## src/rbse_pkg.sv

```systemverilog
// Shared types, constants and helper functions of the rational Bezier surface evaluator.
package rbse_pkg;

  localparam int MAX_ORDER       = 8;
  localparam int IDX_W           = $clog2(MAX_ORDER);
  localparam int ADDR_W          = 2 * IDX_W;
  localparam int CNT_W           = 4;
  localparam int CFG_IDX_W       = 4;
  localparam int PARAM_FRAC_BITS = 16;
  localparam int PARAM_W         = PARAM_FRAC_BITS + 1;
  localparam int COORD_W         = 32;
  localparam int WEIGHT_W        = 24;
  localparam int COORD_FRAC      = 16;
  localparam int LANE_W          = 41;
  localparam int LANES           = 4;
  localparam int PROD_W          = LANE_W + PARAM_W + 2;
  localparam int HOM_W           = COORD_W + WEIGHT_W + 1;
  localparam int DIV_W           = LANE_W - 1 + COORD_FRAC;
  localparam int DIV_CNT_W       = $clog2(DIV_W + 1);

  localparam logic [PARAM_W-1:0] PARAM_ONE = PARAM_W'(1) << PARAM_FRAC_BITS;

  // Lane order of a homogeneous point.
  localparam int LANE_X = 0;
  localparam int LANE_Y = 1;
  localparam int LANE_Z = 2;
  localparam int LANE_WT = 3;

  // Configuration register indexes.
  localparam logic [CFG_IDX_W-1:0] CFG_ROWS = CFG_IDX_W'(0);
  localparam logic [CFG_IDX_W-1:0] CFG_COLS = CFG_IDX_W'(1);
  localparam logic [CNT_W-1:0]     CFG_RESET_COUNT = CNT_W'(4);

  typedef enum logic {
    OP_LOAD = 1'b0,
    OP_EVAL = 1'b1
  } op_t;

  typedef struct packed {
    op_t                        operation;
    logic [IDX_W-1:0]           grid_row;
    logic [IDX_W-1:0]           grid_column;
    logic signed [COORD_W-1:0]  point_x;
    logic signed [COORD_W-1:0]  point_y;
    logic signed [COORD_W-1:0]  point_z;
    logic [WEIGHT_W-1:0]        point_weight;
    logic [PARAM_W-1:0]         param_u;
    logic [PARAM_W-1:0]         param_v;
  } req_t;

  typedef struct packed {
    logic signed [COORD_W-1:0]  surface_x;
    logic signed [COORD_W-1:0]  surface_y;
    logic signed [COORD_W-1:0]  surface_z;
    logic [WEIGHT_W-1:0]        surface_weight;
    logic                       zero_weight;
  } rsp_t;

  // One stored control point.
  typedef struct packed {
    logic signed [COORD_W-1:0]  x;
    logic signed [COORD_W-1:0]  y;
    logic signed [COORD_W-1:0]  z;
    logic [WEIGHT_W-1:0]        w;
  } point_t;

  typedef logic signed [LANE_W-1:0] lane_t;
  typedef lane_t [LANES-1:0]        hpoint_t;

  // Commands from the controller to the datapath.
  typedef struct packed {
    logic             capture;
    logic             hom_write;
    logic [IDX_W-1:0] hom_col;
    logic             launch;
    logic             use_u;
    logic             shift;
    logic             ins;
    logic [IDX_W-1:0] ins_pos;
    logic             store_row;
    logic [IDX_W-1:0] row_idx;
    logic             copy_rows;
    logic             div_start;
    logic [1:0]       div_sel;
    logic             emit;
  } cmd_t;

  // Status from the datapath to the controller.
  typedef struct packed {
    logic w_zero;
    logic div_done;
  } sts_t;

  // A count of zero acts as one, a count above the grid size as the grid size.
  function automatic logic [CNT_W-1:0] clamp_count(input logic [CNT_W-1:0] c);
    logic [CNT_W-1:0] r;
    r = c;
    if (c == '0) r = CNT_W'(1);
    else if (c > CNT_W'(MAX_ORDER)) r = CNT_W'(MAX_ORDER);
    return r;
  endfunction

  function automatic logic [PARAM_W-1:0] sat_param(input logic [PARAM_W-1:0] p);
    return (p > PARAM_ONE) ? PARAM_ONE : p;
  endfunction

endpackage

```

## src/rbse_ctrl.sv

```systemverilog
// Sequencer of the surface evaluator: loads, row reductions, column reduction, divisions.
module rbse_ctrl (
  input  logic                            clk,
  input  logic                            rst,
  input  logic                            start,
  input  rbse_pkg::op_t                   operation,
  output logic                            busy,
  input  logic                            cfg_valid,
  output logic                            cfg_ready,
  input  logic [rbse_pkg::CFG_IDX_W-1:0]  cfg_index,
  input  logic [rbse_pkg::CNT_W-1:0]      cfg_data,
  output logic                            ram_we,
  output logic [rbse_pkg::ADDR_W-1:0]     ram_raddr,
  output rbse_pkg::cmd_t                  cmd,
  input  rbse_pkg::sts_t                  sts
);
  import rbse_pkg::*;

  typedef enum logic [8:0] {
    S_IDLE  = 9'b000000001,
    S_LOAD  = 9'b000000010,
    S_PASS  = 9'b000000100,
    S_STORE = 9'b000001000,
    S_COPY  = 9'b000010000,
    S_FINAL = 9'b000100000,
    S_DIV   = 9'b001000000,
    S_WAIT  = 9'b010000000,
    S_EMIT  = 9'b100000000
  } state_t;

  state_t           state, state_next;
  logic [CNT_W-1:0] rows_cfg, cols_cfg, rows, cols;
  logic [CNT_W-1:0] row, col, n, k;
  logic             rd_pend, hom_pend, use_u;
  logic [IDX_W-1:0] rd_col, hom_col;
  logic [1:0]       sel;
  logic             accept, rd_issue, load_done, pass_last;

  assign accept    = start && !busy;
  assign busy      = (state != S_IDLE);
  assign cfg_ready = 1'b1;
  assign ram_we    = accept && (operation == OP_LOAD);
  assign ram_raddr = {row[IDX_W-1:0], col[IDX_W-1:0]};
  assign rd_issue  = (state == S_LOAD) && (col < cols);
  assign load_done = (state == S_LOAD) && (col == cols) && !rd_pend && !hom_pend;
  assign pass_last = (k == n - CNT_W'(1));

  always_comb begin
    state_next = state;
    unique case (state)
      S_IDLE:  if (accept && operation == OP_EVAL) state_next = S_LOAD;
      S_LOAD:  if (load_done) state_next = (cols == CNT_W'(1)) ? S_STORE : S_PASS;
      S_PASS: begin
        if (pass_last && n == CNT_W'(2)) state_next = use_u ? S_FINAL : S_STORE;
      end
      S_STORE: state_next = (CNT_W'(row + CNT_W'(1)) == rows) ? S_COPY : S_LOAD;
      S_COPY:  state_next = (rows == CNT_W'(1)) ? S_FINAL : S_PASS;
      S_FINAL: state_next = sts.w_zero ? S_EMIT : S_DIV;
      S_DIV:   state_next = S_WAIT;
      S_WAIT:  if (sts.div_done) state_next = (sel == 2'd2) ? S_EMIT : S_DIV;
      S_EMIT:  state_next = S_IDLE;
      default: state_next = S_IDLE;
    endcase
  end

  always_comb begin
    cmd           = '0;
    cmd.capture   = accept;
    cmd.hom_write = hom_pend;
    cmd.hom_col   = hom_col;
    cmd.launch    = (state == S_PASS) && !pass_last;
    cmd.use_u     = use_u;
    cmd.shift     = (state == S_PASS);
    cmd.ins       = (state == S_PASS) && (k != '0);
    cmd.ins_pos   = IDX_W'(n - CNT_W'(2));
    cmd.store_row = (state == S_STORE);
    cmd.row_idx   = row[IDX_W-1:0];
    cmd.copy_rows = (state == S_COPY);
    cmd.div_start = (state == S_DIV);
    cmd.div_sel   = sel;
    cmd.emit      = (state == S_EMIT);
  end

  always_ff @(posedge clk) begin
    if (rst) begin
      state    <= S_IDLE;
      rows_cfg <= CFG_RESET_COUNT;
      cols_cfg <= CFG_RESET_COUNT;
      rd_pend  <= 1'b0;
      hom_pend <= 1'b0;
      rows     <= CFG_RESET_COUNT;
      cols     <= CFG_RESET_COUNT;
      row      <= '0;
      col      <= '0;
      n        <= '0;
      k        <= '0;
      use_u    <= 1'b0;
      sel      <= '0;
    end else begin
      state    <= state_next;
      rd_pend  <= rd_issue;
      hom_pend <= rd_pend;
      if (cfg_valid && cfg_ready) begin
        unique case (cfg_index)
          CFG_ROWS: rows_cfg <= cfg_data;
          CFG_COLS: cols_cfg <= cfg_data;
          default: ;
        endcase
      end
      unique case (state)
        S_IDLE: begin
          if (accept && operation == OP_EVAL) begin
            rows  <= clamp_count(rows_cfg);
            cols  <= clamp_count(cols_cfg);
            row   <= '0;
            col   <= '0;
            use_u <= 1'b0;
          end
        end
        S_LOAD: begin
          if (rd_issue) col <= col + CNT_W'(1);
          if (load_done) begin
            n <= cols;
            k <= '0;
          end
        end
        S_PASS: begin
          if (pass_last) begin
            n <= n - CNT_W'(1);
            k <= '0;
          end else begin
            k <= k + CNT_W'(1);
          end
        end
        S_STORE: begin
          row <= row + CNT_W'(1);
          col <= '0;
        end
        S_COPY: begin
          n     <= rows;
          k     <= '0;
          use_u <= 1'b1;
        end
        S_FINAL: sel <= '0;
        S_WAIT:  if (sts.div_done) sel <= sel + 2'd1;
        S_DIV, S_EMIT: ;
        default: ;
      endcase
    end
  end

  always_ff @(posedge clk) begin
    rd_col  <= col[IDX_W-1:0];
    hom_col <= rd_col;
  end
endmodule

```

## config.mk

```make
export PLATFORM = sky130hd
export DESIGN_NAME = rbse_ctrl
export DESIGN_NICKNAME = d
export VERILOG_FILES = /design/src/rbse_pkg.sv /design/src/rbse_ctrl.sv
export SDC_FILE = /design/constraint.sdc
export NUM_CORES = 1
export LEC_CHECK = 0
export BUFFER_PORTS_ARGS = -buffer_cell sky130_fd_sc_hd__clkbuf_2
export CAP_MARGIN = 25
export CORE_MARGIN = 2
export CORE_UTILIZATION = 39
export DETAILED_ROUTE_END_ITERATION = 16
export SETUP_SLACK_MARGIN = 0.5
export SLEW_MARGIN = 20
export SYNTH_ARGS = -nofsm -noshare
export SYNTH_HDL_FRONTEND = slang
export SYNTH_SLANG_ARGS = --single-unit
```

## constraint.sdc

```tcl
create_clock -name clk -period 3.2 [get_ports clk]
set_input_delay 0.96 -clock clk [delete_from_list [all_inputs] [get_ports clk]]
set_output_delay 0.96 -clock clk [all_outputs]
set_load 0.005 [all_outputs]
```

Yosys cells after proc, flatten, opt, wreduce, memory -nomap -nowiden. Index checks and enable logic that the tools add are counted.

Register bits: 52. Input port bits: 15. Output and inout bits: 30.

$add $sub $neg: 6. Magnitude comparators: 3. Eq/ne operators: 24. Multiplexer cells: 29. Bitwise logic cells: 1. Reductions and logical operators: 33.

Operators with widths (count): $pmux W9 S8 (1); $mux W9 (6); $mux W4 (11); $pmux W4 S3 (3); $reduce_and A2 Y1 (7); $add A4 B1 Y4 const B (3); $eq A4 B1 Y1 const B (3); $eq A4 B4 Y1 (3); $logic_not A4 Y1 (3); $mux W6 (2); $logic_and A1 B1 Y1 (10); $eq A9 B1 Y1 const B (1); $eq A9 B2 Y1 const B (1); $eq A9 B3 Y1 const B (1); $eq A9 B4 Y1 const B (1); $eq A9 B5 Y1 const B (1); $eq A9 B6 Y1 const B (1); $eq A9 B7 Y1 const B (1); $eq A9 B8 Y1 const B (1); $eq A9 B9 Y1 const B (1); $ne A9 B1 Y1 const B (1); $gt A4 B4 Y1 const B (2); $ne A2 B2 Y1 const B (4); $pmux W4 S2 (1); 19 further kinds (27).

Longest topological paths before layout. Gate-level depths: netlist of the first run.

Depth in word-level cells: 6. Depth in mapped cells: 9. Mapped depth without buffers: 8.

Worst setup path before layout of the first run. No wires, ideal clock.

Kind: register -> output. From: register state[1]. To: output cmd[20] in the netlist's numbering. Arrival time: 1285 ps. Slack: 955 ps. Cell stages (with the launch flop): 6. Buffers on the path: 2. Cells stage by stage: dfxtp_1 -> buf_2 -> nor4b_1 -> nand3_1 -> nor2_1 -> buf_4.

Longest elaborated chain between the ends: 3.

RTL lines: from (decl) (RTL line rbse_ctrl.sv:31) `state_t state, state_next;`; from (signal assigned) (RTL line rbse_ctrl.sv:100) `state <= state_next;`; $ne A9 B1 Y1 (RTL line rbse_ctrl.sv:40) `assign busy = (state != S_IDLE);`; via busy (RTL line rbse_ctrl.sv:7) `output logic busy,`; $logic_not A1 Y1 (RTL line rbse_ctrl.sv:39) `assign accept = start && !busy;`; $logic_and A1 B1 Y1 (RTL line rbse_ctrl.sv:39); to (decl) (RTL line rbse_ctrl.sv:14) `output rbse_pkg::cmd_t cmd,`.

The timed path passes the listed nets, and every way through them passes these cells.

==> metrics.cfg, run 1 <==
[finish]
area_growth_pct=14.4
final_layout_size_suffix_gt1_frac=0.267
regArea_um2=1060
antenna_cells=0
multi_input_area_um2=1700
final_nets=401
fin_util=0.462
fill_cells=723

[yosys]
synth.most_common_cell=dfxtp_1
avgSynthCellArea_um2=8.59
synth_top_area_cell=dfxtp_1
synth_nets=369
yosysWarnings=0
syn_inst=341
ys_ff_latch=52
ys_seq_area_frac=0.355
synth_top_area_frac=0.355
syn_area_um2=2930
synth-main-ff-cell=dfxtp_1
synth-edff-count=0
synth_commonest_cells=dfxtp_1 (52), nor2_1 (42), inv_1 (23)
yosysUniqueCellTypes=68
ys_async_sr_fraction=0
synth_area_leaders=dfxtp_1 (36%), ha_1 (5.6%), nor2_1 (5.4%)

[placed_design]
place_hpwl_um=4860
portBuffers=43
pre_cts_ws_ps=668
place.gp.congestion=0.814

[power_and_ir_drop]
p_per_area_nw_per_um2=475
leakage_nw=1.40
finalPower_mw=1.59
peakVddDrop_v=0.000228

[clock_tree]
cts.path.max_buffers=2
cts_tree=yes
cts_hold_buf=0
cts_htree_levels=2
clk_pin_slew_ps=100
numCtsBuffers=5
clockRootBuffer=clkbuf_8
cts.sinks=52
clk_latency_ps=310

[critical_path]
crit_type=reg -> out
cp-end-kind=output port
cp.arrival_ps=1700
cp_max_fo=8
start_kind=flop
cpMaxStageDelayCell=dfxtp_2
cp.buffers_inverters=1
worstPathRequired_ps=2240
critPathMaxStageDelay_ps=470
critPathTopFamily=simple AND/OR/NAND/NOR gates
crit_path_cell_trace=nor4b_4, nand3_4, a41oi_4, clkbuf_2

[worst_hold_path]
min_path_type=reg -> reg

[timing]
fin_crit_sh=0.830
fin_ws_ps=544
slew-limit-headroom=0.618
period_minus_slack_ps=2660
tightestPinTransition_ps=571
hold_viol=0
max_freq_mhz=376
rsz0062_at_grt=yes
slew_violations=0
fin_setup_tns_ps=0
finClkSkew_ps=5.34
setup_viol=0

[routing]
avgViaCountPerCell=5.25
drc=0
routed_wl_um=6700
antenna_left=0
vias=2485
drtIter0Drc=82
wl_per_cell_um=14.2
drt-pass1-iter-count=4

[outcome]
status=finished clean

[grt]
antenna_found_initial=0
grt_usage=0.166
grt_max_degree=34
overflow=0
grt_pass1_vias=2308
grt_pass1_wl_um=11200

[floorplanning]
io_pins=45
die-width_um=90.7
chipHeight_um=90.7
start_util=0.404
rows=31
design.die.area_um2=8220
core_area_um2=7250

[flow_run]
maxCapViolCount=0

==> final timing paths <==
path | startpoint | end | slack (ps) | cells past startpoint
setup / recovery | state[2] | cmd[15] | 540 | 4
hold / removal | rd_col[1] | hom_col[1] | 330 | 0
setup reg to reg | col[0] | n[1] | 690 | 8
hold reg to reg | rd_col[1] | hom_col[1] | 330 | 0
==> power by group <==
| part | switching [mW] | leakage [nW] | total [mW] | internal (mW) |
|---|---|---|---|---|
| clock | 0.232 | 0.0485 | 0.390 | 0.157 |
| sequential | 0.0696 | 0.424 | 0.749 | 0.680 |
| combinational | 0.237 | 0.929 | 0.453 | 0.216 |
==> cells in the final DEF, fill, tap and decap left out, drive strengths merged, types with 4 or more instances in the layout <==
cell    synthesis  layout
nor4b           7       7
buf            20      10
inv            23      24
mux2i          11      11
nor2           42      42
nor3           11      11
a21oi          22      22
nand2          21      21
clkbuf          8      48
xor2            6       6
ha             13      13
nor2b           4       4
nor3b           5       5
nor4            5       5
nand2b          9       9
nand3          10      10
o21ai          12      12
nand4           4       4
dfxtp          52      52
xnor2          10      10
==> timing repair <==
action | 4_1_cts | 5_1_grt
gates resized for setup | 4 | 21
setup endpoints to repair | 7 | 9
setup buffers | 1 | 6
pin swaps | 1 | 5
gates cloned | 0 | 0
==> cell type report <==
cell class	instances	area share
sequential	52	0.315
multi-input combinational	238	0.508
timing repair buffer	53	0.0866
tap	99	0.0370
clock inverter	3	0.00672
inverter	23	0.0258
clock buffer	5	0.0205
==> metal layers <==
metal	part of all wire	global-route usage	up-vias	wire, um
met3	0.041	0.0326	10	278
met1	0.47	0.220	1169	3130
li1	-	-	1251	-
met4	0.010	0.0372	0	68
met2	0.48	0.280	55	3230
met5	0	0	-	0
==> flip-flops by register name, indices dropped and copies added, names as in the netlist, 2 cells and up <==
name / flops
n: 4
cols: 4
cols_cfg: 4
rd_col: 3
rows: 4
k: 4
row: 4
col: 4
hom_col: 3
rows_cfg: 4
state: 9
sel: 2
==> metrics by stage <==
step / std cells / hold slack, ps / area (um2)
floorplan: 341 / 310 / 2930
global route: 473 / 341 / 3350
CTS: 467 / 337 / 3230
finish: 473 / 335 / 3350
detailed placement: 458 / 312 / 3120
global placement: 458 / 310 / 3120
==> logic make-up after synthesis <==
logic type                 count (synthesis)  synth area share
and+or+nand+nor                          134             0.257
DFF                                       52             0.355
adders and majority gates                 13            0.0555
xor gates and xnor gates                  16            0.0530
buffers and inverters                     51            0.0884
other                                      1           0.00128
AOI/OAI and AO/OA                         62             0.148
muxes                                     12            0.0414
Power figures use the tool's default switching activity.
==> run 2: changes to the inputs <==
- clock period: 3.2 -> 2.8 ns (I/O delays scaled with it)
==> run 2 against run 1 <==
- cell count rose by 7.0%
- power rose by 24%
- critical path depth did not move
- via count rose by 7.7%
- cell area rose by 14%
- critical endpoint unchanged
- largest cell class unchanged
- highest routed layer unchanged
==> metrics.cfg, run 2 (synthesis gave the netlist of run 1 again) <==
[outcome]
status=finished clean

[critical_path]
cp.arrival_ps=1590  ; -110 ps
start_kind=flop
crit_type=reg -> out
cp_max_fo=9  ; +1
cpMaxStageDelayCell=dfxtp_4
crit_path_cell_trace=nor4b_4, nand3_4, a41oi_4, clkbuf_2
cp-startpoint=state[0]
critPathMaxStageDelay_ps=410  ; -60 ps
crit-reg2reg-launch=cols[2]
cp-end-kind=output port
worstPathRequired_ps=1960  ; -280 ps

[finish]
multi_input_area_um2=1870  ; +9.8%
regArea_um2=1090  ; +3.3%
fill_cells=685  ; -5.3%
final_cells=506  ; +7.0%
final_common_cell=clkbuf_2
final_layout_size_suffix_gt1_frac=0.386  ; +0.118
layout_common_cells=clkbuf_2 (41), nor2_1 (40), buf_4 (40)
antenna_cells=0  ; unchanged
largest-register=state
area_growth_pct=30.6
largest_reg_flops=9  ; unchanged
fin_area_um2=3820  ; +14%
fin_util=0.527  ; +0.0654
final_nets=434  ; +8.2%

[timing]
fin_crit_sh=0.869
tightestPinTransition_ps=586  ; +14.3 ps
fin_setup_tns_ps=0  ; unchanged
timing.hold.ws_ps=334  ; -1.10 ps
max_freq_mhz=411
setup_viol=0  ; unchanged
slew-limit-headroom=0.604  ; -0.0143
period_minus_slack_ps=2430
slew_violations=0  ; unchanged
finClkSkew_ps=10.2  ; +4.85 ps
hold_viol=0  ; unchanged
fin_ws_ps=367  ; -177 ps
rsz0062_at_grt=yes

[worst_hold_path]
hp-start=rd_col[2]
min_path_type=reg -> reg

[grt]
grt_pass1_wl_um=11700  ; +4.0%
grt_usage=0.173  ; +0.00726
overflow=0  ; unchanged
grt_max_degree=24  ; -29%
grt_pass1_vias=2405  ; +4.2%
antenna_found_initial=0  ; unchanged

[routing]
wl_per_cell_um=14.5  ; +2.1%
drtIter0Drc=124  ; +51%
drc=0  ; unchanged
antenna_left=0  ; unchanged
routed_wl_um=7320  ; +9.2%
drt-pass1-iter-count=4  ; unchanged
avgViaCountPerCell=5.29  ; +0.66%
vias=2676  ; +7.7%

[placed_design]
pre_cts_ws_ps=357  ; -311 ps
place.gp.congestion=0.828  ; +1.7%
portBuffers=43  ; unchanged
placed_area_um2=3130  ; +0.48%
place_hpwl_um=4870  ; +0.36%
dp.cells=460  ; +0.44%

[floorplanning]
core_area_um2=7250  ; unchanged
start_util=0.404  ; unchanged
io_pins=45  ; unchanged
chipHeight_um=90.7  ; unchanged
design.die.area_um2=8220  ; unchanged
rows=31  ; unchanged
die-width_um=90.7  ; unchanged

[power_and_ir_drop]
leakage_nw=1.59  ; +13%
finalPower_mw=1.97  ; +24%
p_per_area_nw_per_um2=515  ; +8.5%
peakVddDrop_v=0.000255  ; +12%

[clock_tree]
cts_hold_buf=0  ; unchanged
clk_pin_slew_ps=100  ; about the same
clockRootBuffer=clkbuf_8
numCtsBuffers=5  ; unchanged
cts_htree_levels=2  ; unchanged
clk_latency_ps=310  ; about the same
cts.sinks=52  ; unchanged
cts_tree=yes
cts.path.max_buffers=2  ; unchanged

[flow_run]
maxCapViolCount=0  ; unchanged

==> run 2: cell types whose count changed in the layout (fill, tap and decap cells not counted), moves of 2 or more <==
cell and delta:
inv_1 -4, ha_1 -6, nor4_4 +3, dfxtp_4 +9, buf_4 +30, inv_4 +2
clkbuf_2 -2, buf_6 +4, dfxtp_1 -10, nor4_2 -3, ha_4 +7
==> run 2: worst paths after layout <==
path | endpoint | slack (ps) | depth (start not counted)
worst max-delay path | cmd[15] | 370 | 4
worst min-delay path | hom_col[2] | 330 | 0
worst max register to register | state[8] | 470 | 8
worst min register to register | hom_col[2] | 330 | 0
==> run 2: final cells by class <==
| class | instances | share of cell area |
|---|---|---|
| Multi-Input combinational cell | 238 | 0.489 |
| Sequential cell | 52 | 0.285 |
| Timing Repair Buffer | 86 | 0.145 |
| Tap cell | 99 | 0.0324 |
| Inverter | 23 | 0.0252 |
| Clock buffer | 6 | 0.0190 |
| Clock inverter | 2 | 0.00425 |
==> run 2: where the power goes <==
part,internal (mW),switching [mW]
combinational,0.336,0.326
sequential,0.779,0.0846
clock,0.179,0.267
total,1.29,0.678
==> run 2: what timing repair did <==
item,in CTS,in global routing
setup endpoints to repair,14,21
hold endpoints to repair,0,0
gates cloned,0,0
setup buffers,17,21
resized for setup,49,30
pin swaps,11,19
==> run 2: per-layer routing <==
metal | vias up | GRT usage | share of wire
li1 | 1319 | - | -
met1 | 1275 | 0.226 | 0.45
met2 | 72 | 0.300 | 0.48
met3 | 10 | 0.0334 | 0.053
met4 | 0 | 0.0333 | 0.011
met5 | - | 0 | 0
==> run 2: worst max-delay path: cells and delay by family, from the launching register on <==
family                 cells  cell delay, ps
flip-flops                 1             410
AND/OR/NAND/NOR            2             520
buffers and inverters      1             140
AO/OA/AOI/OAI              1             220
