### src/rbse_ram.sv
// Generic single-port-write, registered-read RAM.
module rbse_ram #(
  parameter int WIDTH = 8,
  parameter int DEPTH = 16
) (
  input  logic                     clk,
  input  logic                     we,
  input  logic [$clog2(DEPTH)-1:0] waddr,
  input  logic [WIDTH-1:0]         wdata,
  input  logic [$clog2(DEPTH)-1:0] raddr,
  output logic [WIDTH-1:0]         rdata
);
  logic [WIDTH-1:0] mem [DEPTH];

  always_ff @(posedge clk) begin
    if (we) begin
      mem[waddr] <= wdata;
    end
    rdata <= mem[raddr];
  end
endmodule

### config.mk
export PLATFORM = sky130hd
export DESIGN_NAME = rbse_ram
export DESIGN_NICKNAME = d
export VERILOG_FILES = /design/src/rbse_ram.sv
export SDC_FILE = /design/constraint.sdc
export NUM_CORES = 1
export LEC_CHECK = 0
export BUFFER_PORTS_ARGS = -buffer_cell sky130_fd_sc_hd__clkbuf_2
export CAP_MARGIN = 15
export CORE_MARGIN = 10
export CORE_UTILIZATION = 60
export DETAILED_ROUTE_END_ITERATION = 6
export PLACE_DENSITY_LB_ADDON = 0.08
export SYNTH_ARGS = -nofsm -noshare
export SYNTH_HDL_FRONTEND = slang
export SYNTH_SLANG_ARGS = --single-unit
### constraint.sdc
create_clock -name clk -period 2.9 [get_ports clk]
set_input_delay 0.87 -clock clk [delete_from_list [all_inputs] [get_ports clk]]
set_output_delay 0.87 -clock clk [all_outputs]
set_load 0.01 [all_outputs]
# ---- After elaboration in Yosys (flattened, before gate mapping)
# Memory sizes are Yosys's and may differ from the RTL's. A register that Yosys moved wholly into a read port is not among the register bits.
# Index checks and enable logic that the tools add are counted.
dict set report classes {
  div_mod_pow 0
  shifts 0
  eq_ne 0
  mul 0
  addsub 0
  n_lt_le_gt_ge 0
  muxes 2
  n_reduce_logical 0
  bitwise_logic 0
}
# op n
set op_table {}
lappend op_table {{$mux W1} 2}
dict set report word_totals {
  mem_bits_ro 0
  ram_bits 128
  reg_bits 0
  latchBits 0
  mem_count 1
  output_inout_bits 8
  elab_cells 3
}
# memory depth width rd rd_clocked_by_memory_dff write_ports line
set mem_list {}
lappend mem_list {mem 16 8 1 1 1 13} ;# logic [WIDTH-1:0] mem [DEPTH];

# ---- Longest topological paths before layout
# Gate-level depths: netlist of the first run.
dict set report logic_depth {
  ltp_word 2
  depth_mapped 5
  ltp_nobuf 3
}

# ---- Least setup slack after synthesis of the first run
# OpenSTA, ideal clock, no wires.
dict set report synth_timing {
  kind {in2reg}
  from {input waddr[2]}
  to {memory mem[0][0] (enable)}
  path_stages 2
  t_arrival_ps 1980
  n_path_buf 0
  path_slack_ps 537
  path_cell_list {or3b_2 > nor3_1}
}
# item line
set synth_lines {}
lappend synth_lines {{start: declaration} 8} ;# input logic [$clog2(DEPTH)-1:0] waddr,
lappend synth_lines {{end: declaration} 13}
# No word-level cell before the write port.

==> results.sh, run 1 <==
export IMPL_netlist_top_cell_by_area="edfxtp_1"
export IMPL_syn_nets=247
export IMPL_clock_sink_count=136
export IMPL_detailedRoute_firstIterationViolations=129
export IMPL_yosys_synthesis_warning_count=0
export IMPL_run_status="completed"
export IMPL_cts_htree_levels=4
export IMPL_ioPinCount=26
export IMPL_n_antenna_cell=0
export IMPL_p_sw_share_pct=19.8
export IMPL_cts_resized=0
export IMPL_post_synth_top_area_share_pct=74.7
export IMPL_core_area_mm2=0.00830
export IMPL_tritoncts="built"
export IMPL_p_clk_share_pct=46.4
export IMPL_timing_worst_slew_pin_value_ns=0.746
export IMPL_post_drt_via_cell_ratio=6.11
export IMPL_groute_usage_overall_pct=15.7
export IMPL_dp_hpwl_mm=5.86
export IMPL_grt_max_degree=33
export IMPL_setup_viol=0
export IMPL_timing_critical_path_to_type="register"
export IMPL_port_buffer_count=25
export IMPL_netSwitchingPower_uw=893
export IMPL_hold_path_depth=3
export IMPL_drt_antenna_net_count=0
export IMPL_path_clk_slew_ns=0.06
export IMPL_comb_pwr_share_pct=4.6
export IMPL_synth_edf_count=128
export IMPL_clock_insertion_delay_at_the_later_pin_of_the_skew_report_ns=0.52
export IMPL_firstDrtPassIters=4
export IMPL_relSlewSlack_pct=50.1
export IMPL_power_density_mw_per_mm2=744
export IMPL_vias=2436
export IMPL_post_synth_top_count_cell="edfxtp_1"
export IMPL_max_freq_mhz=529
export IMPL_crit_required_ns=3.28
export IMPL_initial_core_utilization_pct=62.0
export IMPL_accumulated_negative_setup_slack_ns=0
export IMPL_ctsHoldBuffers=0
export IMPL_die_w_um=113
export IMPL_final_period_utilization_pct=65.2
export IMPL_cts_inserted_buffers=17
export IMPL_layout_drive_gt1_share_pct=31.0
export IMPL_drt_wl_total_mm=9.62
export IMPL_vias_in_the_first_global_route=2519
export IMPL_avgRoutedWirePerCell_um=24.1
export IMPL_avgSynthCellArea_um2=22.5
export IMPL_r2r_worst_path_cells=3
export IMPL_grt_setup_unrepaired="false"
export IMPL_layout_min_cycle_time_ns=1.89
export IMPL_grt_pass1_wl_mm=14.7
export IMPL_critical_path_s_slowest_cell="mux4_1"
export IMPL_synth_flop_cell="edfxtp_1"
export IMPL_die_height_um=113
export IMPL_area_growth_synth_to_final_pct=17.8
export IMPL_cts_post_setup_buffers_inserted=0
export IMPL_globalRoute_totalOverflow=0
export IMPL_row_count=33
export IMPL_post_synth_main_area_contributors="edfxtp_1 75%, mux4_2 7.9%, mux4_1 7.1%, dfxtp_1 3.1%, a22oi_1 2.3%"
export IMPL_cellLeakagePower_uw=0.00208
export IMPL_seq_power_share_pct=49.0
export IMPL_worst_clock_skew_ns=0.00904
export IMPL_max_cap_viol_count=0
export IMPL_synthesis_area_mm2=0.00515
export IMPL_asyncSetResetFlopFracSynth_pct=0
export IMPL_hp_class="register to register"
export IMPL_syn_inst=229
export IMPL_clk_root_buffer_cell="clkbuf_8"
export IMPL_synth_common_cells="128 x edfxtp_1, 18 x mux4_2, 16 x a22oi_1, 14 x mux4_1, 13 x nor2_1"
export IMPL_globalplace_congestion=0.744
export IMPL_worst_ir_drop_vdd_mv=0.532
export IMPL_synth_seq_cells=136
export IMPL_clock_path_buffers=2
export IMPL_nets=299
export IMPL_hold_violations=0
export IMPL_post_synthesis_sequential_area_ratio_pct=77.8
export IMPL_internal_power_uw=3610
export IMPL_slowest_delay_ns=0.63
export IMPL_crit_arrival_ns=2.27
export IMPL_utilization_pct=73.0
export IMPL_fp_dieArea_mm2=0.0127
export IMPL_hold_ws_ns=0.667
export IMPL_slew_violations=0
export IMPL_cp_start_kind="primary input"
export IMPL_worstSetupPathType="primary input to register"
export IMPL_crit_chain="clkbuf_2 > buf_12 > mux4_1 > a22oi_1 > nand2_1"
export IMPL_initial_antenna_violation_count=0
export IMPL_synth_lib_cells_used_distinct=19
export IMPL_critical_path_peak_fanout=32
export IMPL_drcViolationCount=0
[sequential cells by signal, indices dropped and copies added (netlist names)]
| signal | cells |
|---|---|
| rdata | 8 |
| mem | 128 |
[critical path: cells and delay by family]
| family | cells | cell delay (ns) |
|---|---|---|
| compound gates | 1 | 0.26 |
| simple gates | 1 | 0.13 |
| mux | 1 | 0.63 |
| buf+inv | 2 | 0.35 |
[final cells by class]
type | count | area (um2)
flip-flops and latches | 136 | 4000
fillers | 489 | 2240
multi-input cells | 83 | 1060
clock buffers | 20 | 435
repair buffers | 43 | 285
clock inverters | 12 | 149
well taps | 105 | 131
[power by group through the flow]
stage / Sequential [uW] / Clock, uW / Combinational [uW]
4_1_cts: 2210 / 2120 / 209
6_report: 2210 / 2090 / 206
5_1_grt: 2210 / 2200 / 224
3_5_place_dp: 2250 / 0 / 207
2_1_floorplan: 2250 / 0 / 112
3_3_place_gp: 2250 / 0 / 199
[kinds of logic (layout without fill, tap and decap cells)]
logic type,count (synthesis),in the layout,share of synthesized area [%]
multiplexers,32,32,15.0
AO/OA/AOI/OAI,16,16,2.33
AND/OR/NAND/NOR,35,35,3.18
flip-flops,136,136,77.8
buffers and inverters,10,75,1.68
[placed cells by master (no fill, tap or decap), types with 2 or more instances in the layout]
| cell type | instances |
|---|---|
| a22oi_1 | 16 |
| buf_12 | 2 |
| buf_4 | 16 |
| bufinv_16 | 3 |
| clkbuf_1 | 2 |
| clkbuf_16 | 16 |
| clkbuf_2 | 25 |
| clkbuf_8 | 2 |
| clkinv_2 | 3 |
| clkinvlp_4 | 3 |
| dfxtp_1 | 8 |
| edfxtp_1 | 128 |
| inv_6 | 2 |
| mux4_1 | 14 |
| mux4_2 | 18 |
| nand2_1 | 9 |
| nand2b_1 | 2 |
| nand3b_1 | 2 |
| nor2_1 | 13 |
| nor3_1 | 4 |
[through the flow]
| stage | instance area (um2) | worst slack, ns | total power, uW | std cells |
|---|---|---|---|---|
| 2_1_floorplan | 5150 | 0.537 | 2370 | 229 |
| 3_3_place_gp | 5480 | 0.561 | 2450 | 367 |
| 3_5_place_dp | 5480 | 0.541 | 2460 | 367 |
| 4_1_cts | 6060 | 1.01 | 4540 | 399 |
| 5_1_grt | 6060 | 0.995 | 4640 | 399 |
| 6_report | 6060 | 1.01 | 4510 | 399 |
[path summary, 6_finish.rpt]
path                         from                to  slack (ns)
max reg2reg   mem[0][2]$_DFFE_PP_  rdata[2]$_DFF_P_        1.48
min          mem[12][3]$_DFFE_PP_  rdata[3]$_DFF_P_        0.67
min reg2reg  mem[12][3]$_DFFE_PP_  rdata[3]$_DFF_P_        0.67
max                      raddr[0]  rdata[2]$_DFF_P_        1.01
[metal layers]
metal / GRT usage, % / share of wire (%) / wire (um)
met5: 0 / 0 / 0
met4: 5.75 / 1.2 / 111
met3: 4.63 / 5.6 / 539
met2: 24.2 / 49 / 4730
met1: 20.6 / 44 / 4240
No activity file was read; power rests on OpenSTA's default activity.
==> inputs of run 2 (changes only) <==
==> constraint.sdc (replaced) <==
create_clock -name clk -period 1.85 [get_ports clk]
set_input_delay 0.555 -clock clk [delete_from_list [all_inputs] [get_ports clk]]
set_output_delay 0.555 -clock clk [all_outputs]
set_load 0.01 [all_outputs]
==> results.sh, run 2 (synthesized netlist as in run 1, its figures left out) <==
export IMPL_run_status="completed"
export IMPL_timing_worst_slew_pin_value_ns=0.768
export IMPL_firstDrtPassIters=4
export IMPL_hold_path_depth=1
export IMPL_worst_clock_skew_ns=0.00683
export IMPL_relSlewSlack_pct=48.7
export IMPL_cts_post_setup_buffers_inserted=0
export IMPL_clock_path_buffers=2
export IMPL_area_growth_synth_to_final_pct=18.4
export IMPL_setup_viol=0
export IMPL_final_period_utilization_pct=85.4
export IMPL_worst_r2r_startpoint="mem[1][5]$_DFFE_PP_"
export IMPL_detailedRoute_firstIterationViolations=183
export IMPL_timing_critical_path_max_delay_family="flip-flops"
export IMPL_hold_violations=0
export IMPL_clk_root_buffer_cell="clkbuf_8"
export IMPL_vias_in_the_first_global_route=2558
export IMPL_cellLeakagePower_uw=0.00212
export IMPL_ctsHoldBuffers=0
export IMPL_largest_registers_ranked_by_flip_flop_count="mem (128), rdata (8)"
export IMPL_drcViolationCount=0
export IMPL_final_cell_mix="128 x edfxtp_1, 25 x clkbuf_2, 25 x buf_4, 18 x mux4_2"
export IMPL_worst_ir_drop_vdd_mv=0.819
export IMPL_drt_wl_total_mm=9.32
export IMPL_cts_htree_levels=4
export IMPL_tritoncts="built"
export IMPL_layout_drive_gt1_share_pct=32.5
export IMPL_row_count=33
export IMPL_grt_max_degree=22
export IMPL_worstSetupPathType="register to primary output"
export IMPL_fp_dieArea_mm2=0.0127
export IMPL_critical_path_reg2reg_endpoint="rdata[5]$_DFF_P_"
export IMPL_timing_critical_path_to_type="primary output"
export IMPL_globalplace_congestion=0.755
export IMPL_utilization_pct=73.4
export IMPL_holdPathEnd="mem[5][2]$_DFFE_PP_"
export IMPL_critical_path_peak_fanout=1
export IMPL_crit_arrival_ns=1.02
export IMPL_initial_core_utilization_pct=62.0
export IMPL_layout_filler_cells=472
export IMPL_avgRoutedWirePerCell_um=22.9
export IMPL_clock_insertion_delay_at_the_later_pin_of_the_skew_report_ns=0.52
export IMPL_multi_input_comb_area_mm2=0.00106
export IMPL_ioPinCount=26
export IMPL_cts_inserted_buffers=17
export IMPL_cp_start_kind="register"
export IMPL_dp_hpwl_mm=6.08
export IMPL_core_area_mm2=0.00830
export IMPL_vias=2430
export IMPL_port_buffer_count=25
export IMPL_largest_register_ff_count=128
export IMPL_post_drt_via_cell_ratio=5.97
export IMPL_initial_antenna_violation_count=0
export IMPL_max_cap_viol_count=0
export IMPL_groute_usage_overall_pct=15.5
export IMPL_globalRoute_totalOverflow=0
export IMPL_path_clk_slew_ns=0.06
export IMPL_die_height_um=113
export IMPL_hold_start="wdata[2]"
export IMPL_r2r_worst_path_cells=3
export IMPL_cp_buffers_inverters=1
export IMPL_drt_antenna_net_count=0
export IMPL_crit_chain="clkbuf_2"
export IMPL_n_antenna_cell=0
export IMPL_sequential_cell_area_mm2=0.00400
export IMPL_hold_ws_ns=0.455
export IMPL_power_density_mw_per_mm2=1130
export IMPL_hp_class="primary input to register"
export IMPL_grt_pass1_wl_mm=14.6
export IMPL_slew_violations=0
export IMPL_crit_required_ns=1.29
export IMPL_clock_sink_count=136
export IMPL_r2r_slack_ns=0.47
export IMPL_max_freq_mhz=633
export IMPL_slowest_delay_ns=0.36
export IMPL_grt_setup_unrepaired="false"
export IMPL_critical_path_s_slowest_cell="dfxtp_1"
export IMPL_cts_resized=0
export IMPL_layout_cells_most_common="edfxtp_1"
export IMPL_top_register="mem"
export IMPL_layout_min_cycle_time_ns=1.58
export IMPL_die_w_um=113
export IMPL_nets=308
-- run 2: cell types whose count changed in the layout (fill, tap and decap cells not counted) --
cell | before | now
bufinv_16 | 3 | 2
nor3_1 | 4 | 3
nor3_2 | 0 | 1
clkinv_2 | 3 | 4
inv_6 | 2 | 0
buf_4 | 16 | 25
clkbuf_1 | 2 | 4
clkinv_4 | 0 | 2
clkinvlp_4 | 3 | 0
-- run 2: per-layer routing --
layer  vias to the layer above  share of wire (%)  track usage [%]
li1                       1095                  -                -
met1                      1247                 46             21.1
met2                        78                 47             22.7
met3                        10                5.8             4.63
met4                         0                1.3             6.94
met5                         -                  0                0
-- run 2: worst max path at each step --
stage / slack [ns] / start / end / cells past startpoint
after floorplan: 0.03 / waddr[2] / mem[3][0]$_DFFE_PP_ / 2
after global placement: -0.12 / raddr[0] / rdata[1]$_DFF_P_ / 6
after detailed placement: -0.13 / raddr[0] / rdata[1]$_DFF_P_ / 6
after CTS: 0.23 / rdata[1]$_DFF_P_ / rdata[1] / 1
after global routing: 0.22 / rdata[1]$_DFF_P_ / rdata[1] / 1
final: 0.27 / rdata[1]$_DFF_P_ / rdata[1] / 1
-- run 2: where the power goes --
part / internal, uW / switching, uW / leakage [uW]
clock network: 1930 / 1140 / 0.000270
logic: 145 / 181 / 0.000626
registers: 3450 / 22.4 / 0.00122
-- run 2: per-stage QoR --
stage | TNS [ns] | setup WS (ns) | power, uW | cell area (um2) | instances
after floorplan | 0 | 0.0289 | 3710 | 5150 | 229
final | 0 | 0.271 | 6870 | 6090 | 407
after global routing | 0 | 0.220 | 7080 | 6090 | 407
after CTS | 0 | 0.230 | 6920 | 6090 | 407
after global placement | -0.370 | -0.116 | 3850 | 5550 | 376
after detailed placement | -0.578 | -0.131 | 3860 | 5550 | 376
-- run 2: layout make-up --
cell class / instances / area share, %
clock buffer: 22 / 7.27
clock inverter: 9 / 1.66
multi-input combinational: 83 / 17.4
sequential: 136 / 65.7
tap: 105 / 2.16
timing repair buffer: 52 / 5.79
==> inputs of run 3 (changes only) <==
--- a/config.mk
+++ b/config.mk
@@ -10,7 +10,8 @@
 export CORE_MARGIN = 10
 export CORE_UTILIZATION = 60
 export DETAILED_ROUTE_END_ITERATION = 6
-export PLACE_DENSITY_LB_ADDON = 0.08
+export PLACE_DENSITY = 0.79
+export RECOVER_POWER = 100
 export SYNTH_ARGS = -nofsm -noshare
 export SYNTH_HDL_FRONTEND = slang
 export SYNTH_SLANG_ARGS = --single-unit
==> constraint.sdc (replaced) <==
create_clock -name clk -period 1.5 [get_ports clk]
set_input_delay 0.45 -clock clk [delete_from_list [all_inputs] [get_ports clk]]
set_output_delay 0.45 -clock clk [all_outputs]
set_load 0.01 [all_outputs]
==> results.sh, run 3 (synthesized netlist as in run 1, its figures left out) <==
export IMPL_detailedRoute_firstIterationViolations=182
export IMPL_relSlewSlack_pct=52.6
export IMPL_worst_r2r_startpoint="mem[4][2]$_DFFE_PP_"
export IMPL_dp_hpwl_mm=6.44
export IMPL_crit_required_ns=1.05
export IMPL_ioPinCount=26
export IMPL_core_area_mm2=0.00830
export IMPL_cts_post_setup_buffers_inserted=0
export IMPL_top_register="mem"
export IMPL_layout_min_cycle_time_ns=1.46
export IMPL_port_buffer_count=25
export IMPL_globalplace_congestion=0.747
export IMPL_initial_antenna_violation_count=0
export IMPL_hold_violations=0
export IMPL_slowest_delay_ns=0.34
export IMPL_grt_pass1_wl_mm=15.5
export IMPL_max_cap_viol_count=0
export IMPL_dpl_instance_area_mm2=0.00565
export IMPL_clock_insertion_delay_at_the_later_pin_of_the_skew_report_ns=0.53
export IMPL_drcViolationCount=0
export IMPL_ctsHoldBuffers=0
export IMPL_cellLeakagePower_uw=0.00202
export IMPL_layout_setup_ws_ns=0.0394
export IMPL_sequential_cell_area_mm2=0.00401
export IMPL_accumulated_negative_setup_slack_ns=0
export IMPL_globalRoute_totalOverflow=0
export IMPL_worstSetupPathType="register to primary output"
export IMPL_n_antenna_cell=0
export IMPL_avgRoutedWirePerCell_um=24.0
export IMPL_nets=317
export IMPL_critical_path_peak_fanout=1
export IMPL_worst_ir_drop_vdd_mv=0.981
export IMPL_grt_max_degree=18
export IMPL_largest_register_ff_count=128
export IMPL_tritoncts="built"
export IMPL_clk_root_buffer_cell="clkbuf_8"
export IMPL_vias=2500
export IMPL_r2r_worst_path_cells=3
export IMPL_clock_sink_count=136
export IMPL_cp_buffers_inverters=1
export IMPL_path_depth=1
export IMPL_initial_core_utilization_pct=62.0
export IMPL_hold_start="wdata[5]"
export IMPL_cts_resized=1
export IMPL_timing_critical_path_max_delay_family="flip-flops"
export IMPL_area_growth_synth_to_final_pct=18.6
export IMPL_multi_input_comb_area_mm2=0.00102
export IMPL_largest_registers_ranked_by_flip_flop_count="mem (128), rdata (8)"
export IMPL_crit_arrival_ns=1.01
export IMPL_path_clk_slew_ns=0.06
export IMPL_setup_viol=0
export IMPL_layout_filler_cells=482
export IMPL_die_height_um=113
export IMPL_grt_setup_unrepaired="false"
export IMPL_slew_violations=0
export IMPL_preCtsSetupSlack_ns=-0.358
export IMPL_cts_inserted_buffers=17
export IMPL_die_w_um=113
export IMPL_groute_usage_overall_pct=16.5
export IMPL_post_drt_via_cell_ratio=6.00
export IMPL_finalInstanceArea_mm2=0.00610
export IMPL_final_period_utilization_pct=97.4
export IMPL_holdPathEnd="mem[7][5]$_DFFE_PP_"
export IMPL_layout_drive_gt1_share_pct=31.1
export IMPL_hold_path_depth=1
export IMPL_vias_in_the_first_global_route=2698
export IMPL_cts_htree_levels=4
export IMPL_max_freq_mhz=685
export IMPL_layout_cells_most_common="edfxtp_1"
export IMPL_crit_chain="buf_2"
export IMPL_hp_class="primary input to register"
export IMPL_r2r_slack_ns=0.14
export IMPL_critical_path_reg2reg_endpoint="rdata[2]$_DFF_P_"
export IMPL_timing_critical_path_to_type="primary output"
export IMPL_clock_path_buffers=2
export IMPL_firstDrtPassIters=4
export IMPL_final_cell_mix="128 x edfxtp_1, 29 x mux4_2, 27 x clkbuf_1, 20 x clkbuf_2"
export IMPL_timing_worst_slew_pin_value_ns=0.710
export IMPL_hold_ws_ns=0.446
export IMPL_cp_start_kind="register"
export IMPL_drt_wl_total_mm=10.0
export IMPL_drt_antenna_net_count=0
export IMPL_row_count=33
export IMPL_fp_dieArea_mm2=0.0127
export IMPL_critical_path_s_slowest_cell="dfxtp_1"
export IMPL_run_status="completed"
export IMPL_worst_clock_skew_ns=0.00991
export IMPL_power_density_mw_per_mm2=1420
==> run 3: how the worst max path moves through the flow <==
stage	startpoint	slack (ns)	to
floorplan	waddr[2]	-0.05	mem[0][0]$_DFFE_PP_
global placement	raddr[0]	-0.34	rdata[7]$_DFF_P_
detailed placement	raddr[0]	-0.36	rdata[2]$_DFF_P_
CTS	rdata[3]$_DFF_P_	0.01	rdata[3]
global route	rdata[3]$_DFF_P_	0.007	rdata[3]
finish	rdata[3]$_DFF_P_	0.04	rdata[3]
==> run 3: layout make-up <==
| class | count | area share, % |
|---|---|---|
| clock buffer | 19 | 7.07 |
| sequential | 136 | 65.6 |
| multi-input combinational | 83 | 16.7 |
| timing repair buffer | 61 | 6.07 |
| tap | 105 | 2.15 |
| clock inverter | 13 | 2.38 |
==> run 3: metrics by stage <==
| stage | std cells | utilization (%) | total power (uW) |
|---|---|---|---|
| finish | 417 | 73.6 | 8690 |
| detailed placement | 385 | 68.0 | 4810 |
| global placement | 385 | 68.0 | 4780 |
| global route | 417 | 73.6 | 8920 |
| floorplan | 229 | - | 4600 |
| CTS | 417 | 75.0 | 8740 |
==> run 3: worst register-to-register path, delay by kind of cell (launching register included) <==
| family | cells | cell delay (ns) |
|---|---|---|
| mux | 1 | 0.52 |
| flops | 1 | 0.37 |
| simple gates | 1 | 0.10 |
| compound gates | 1 | 0.26 |
==> run 3: metal layers <==
layer	global-route usage, %	share of wire, %	vias up
li1	-	-	1105
met1	20.4	41	1288
met2	26.1	50	94
met3	6.28	6.9	13
met4	6.09	1.6	0
met5	0	0	-
==> run 3: where the power goes <==
| group | leakage, uW | internal, uW | switching (uW) |
|---|---|---|---|
| clock network | 0.000264 | 2420 | 1560 |
| registers | 0.00122 | 4250 | 29.2 |
| logic | 0.000536 | 189 | 236 |
| total | 0.00202 | 6860 | 1830 |
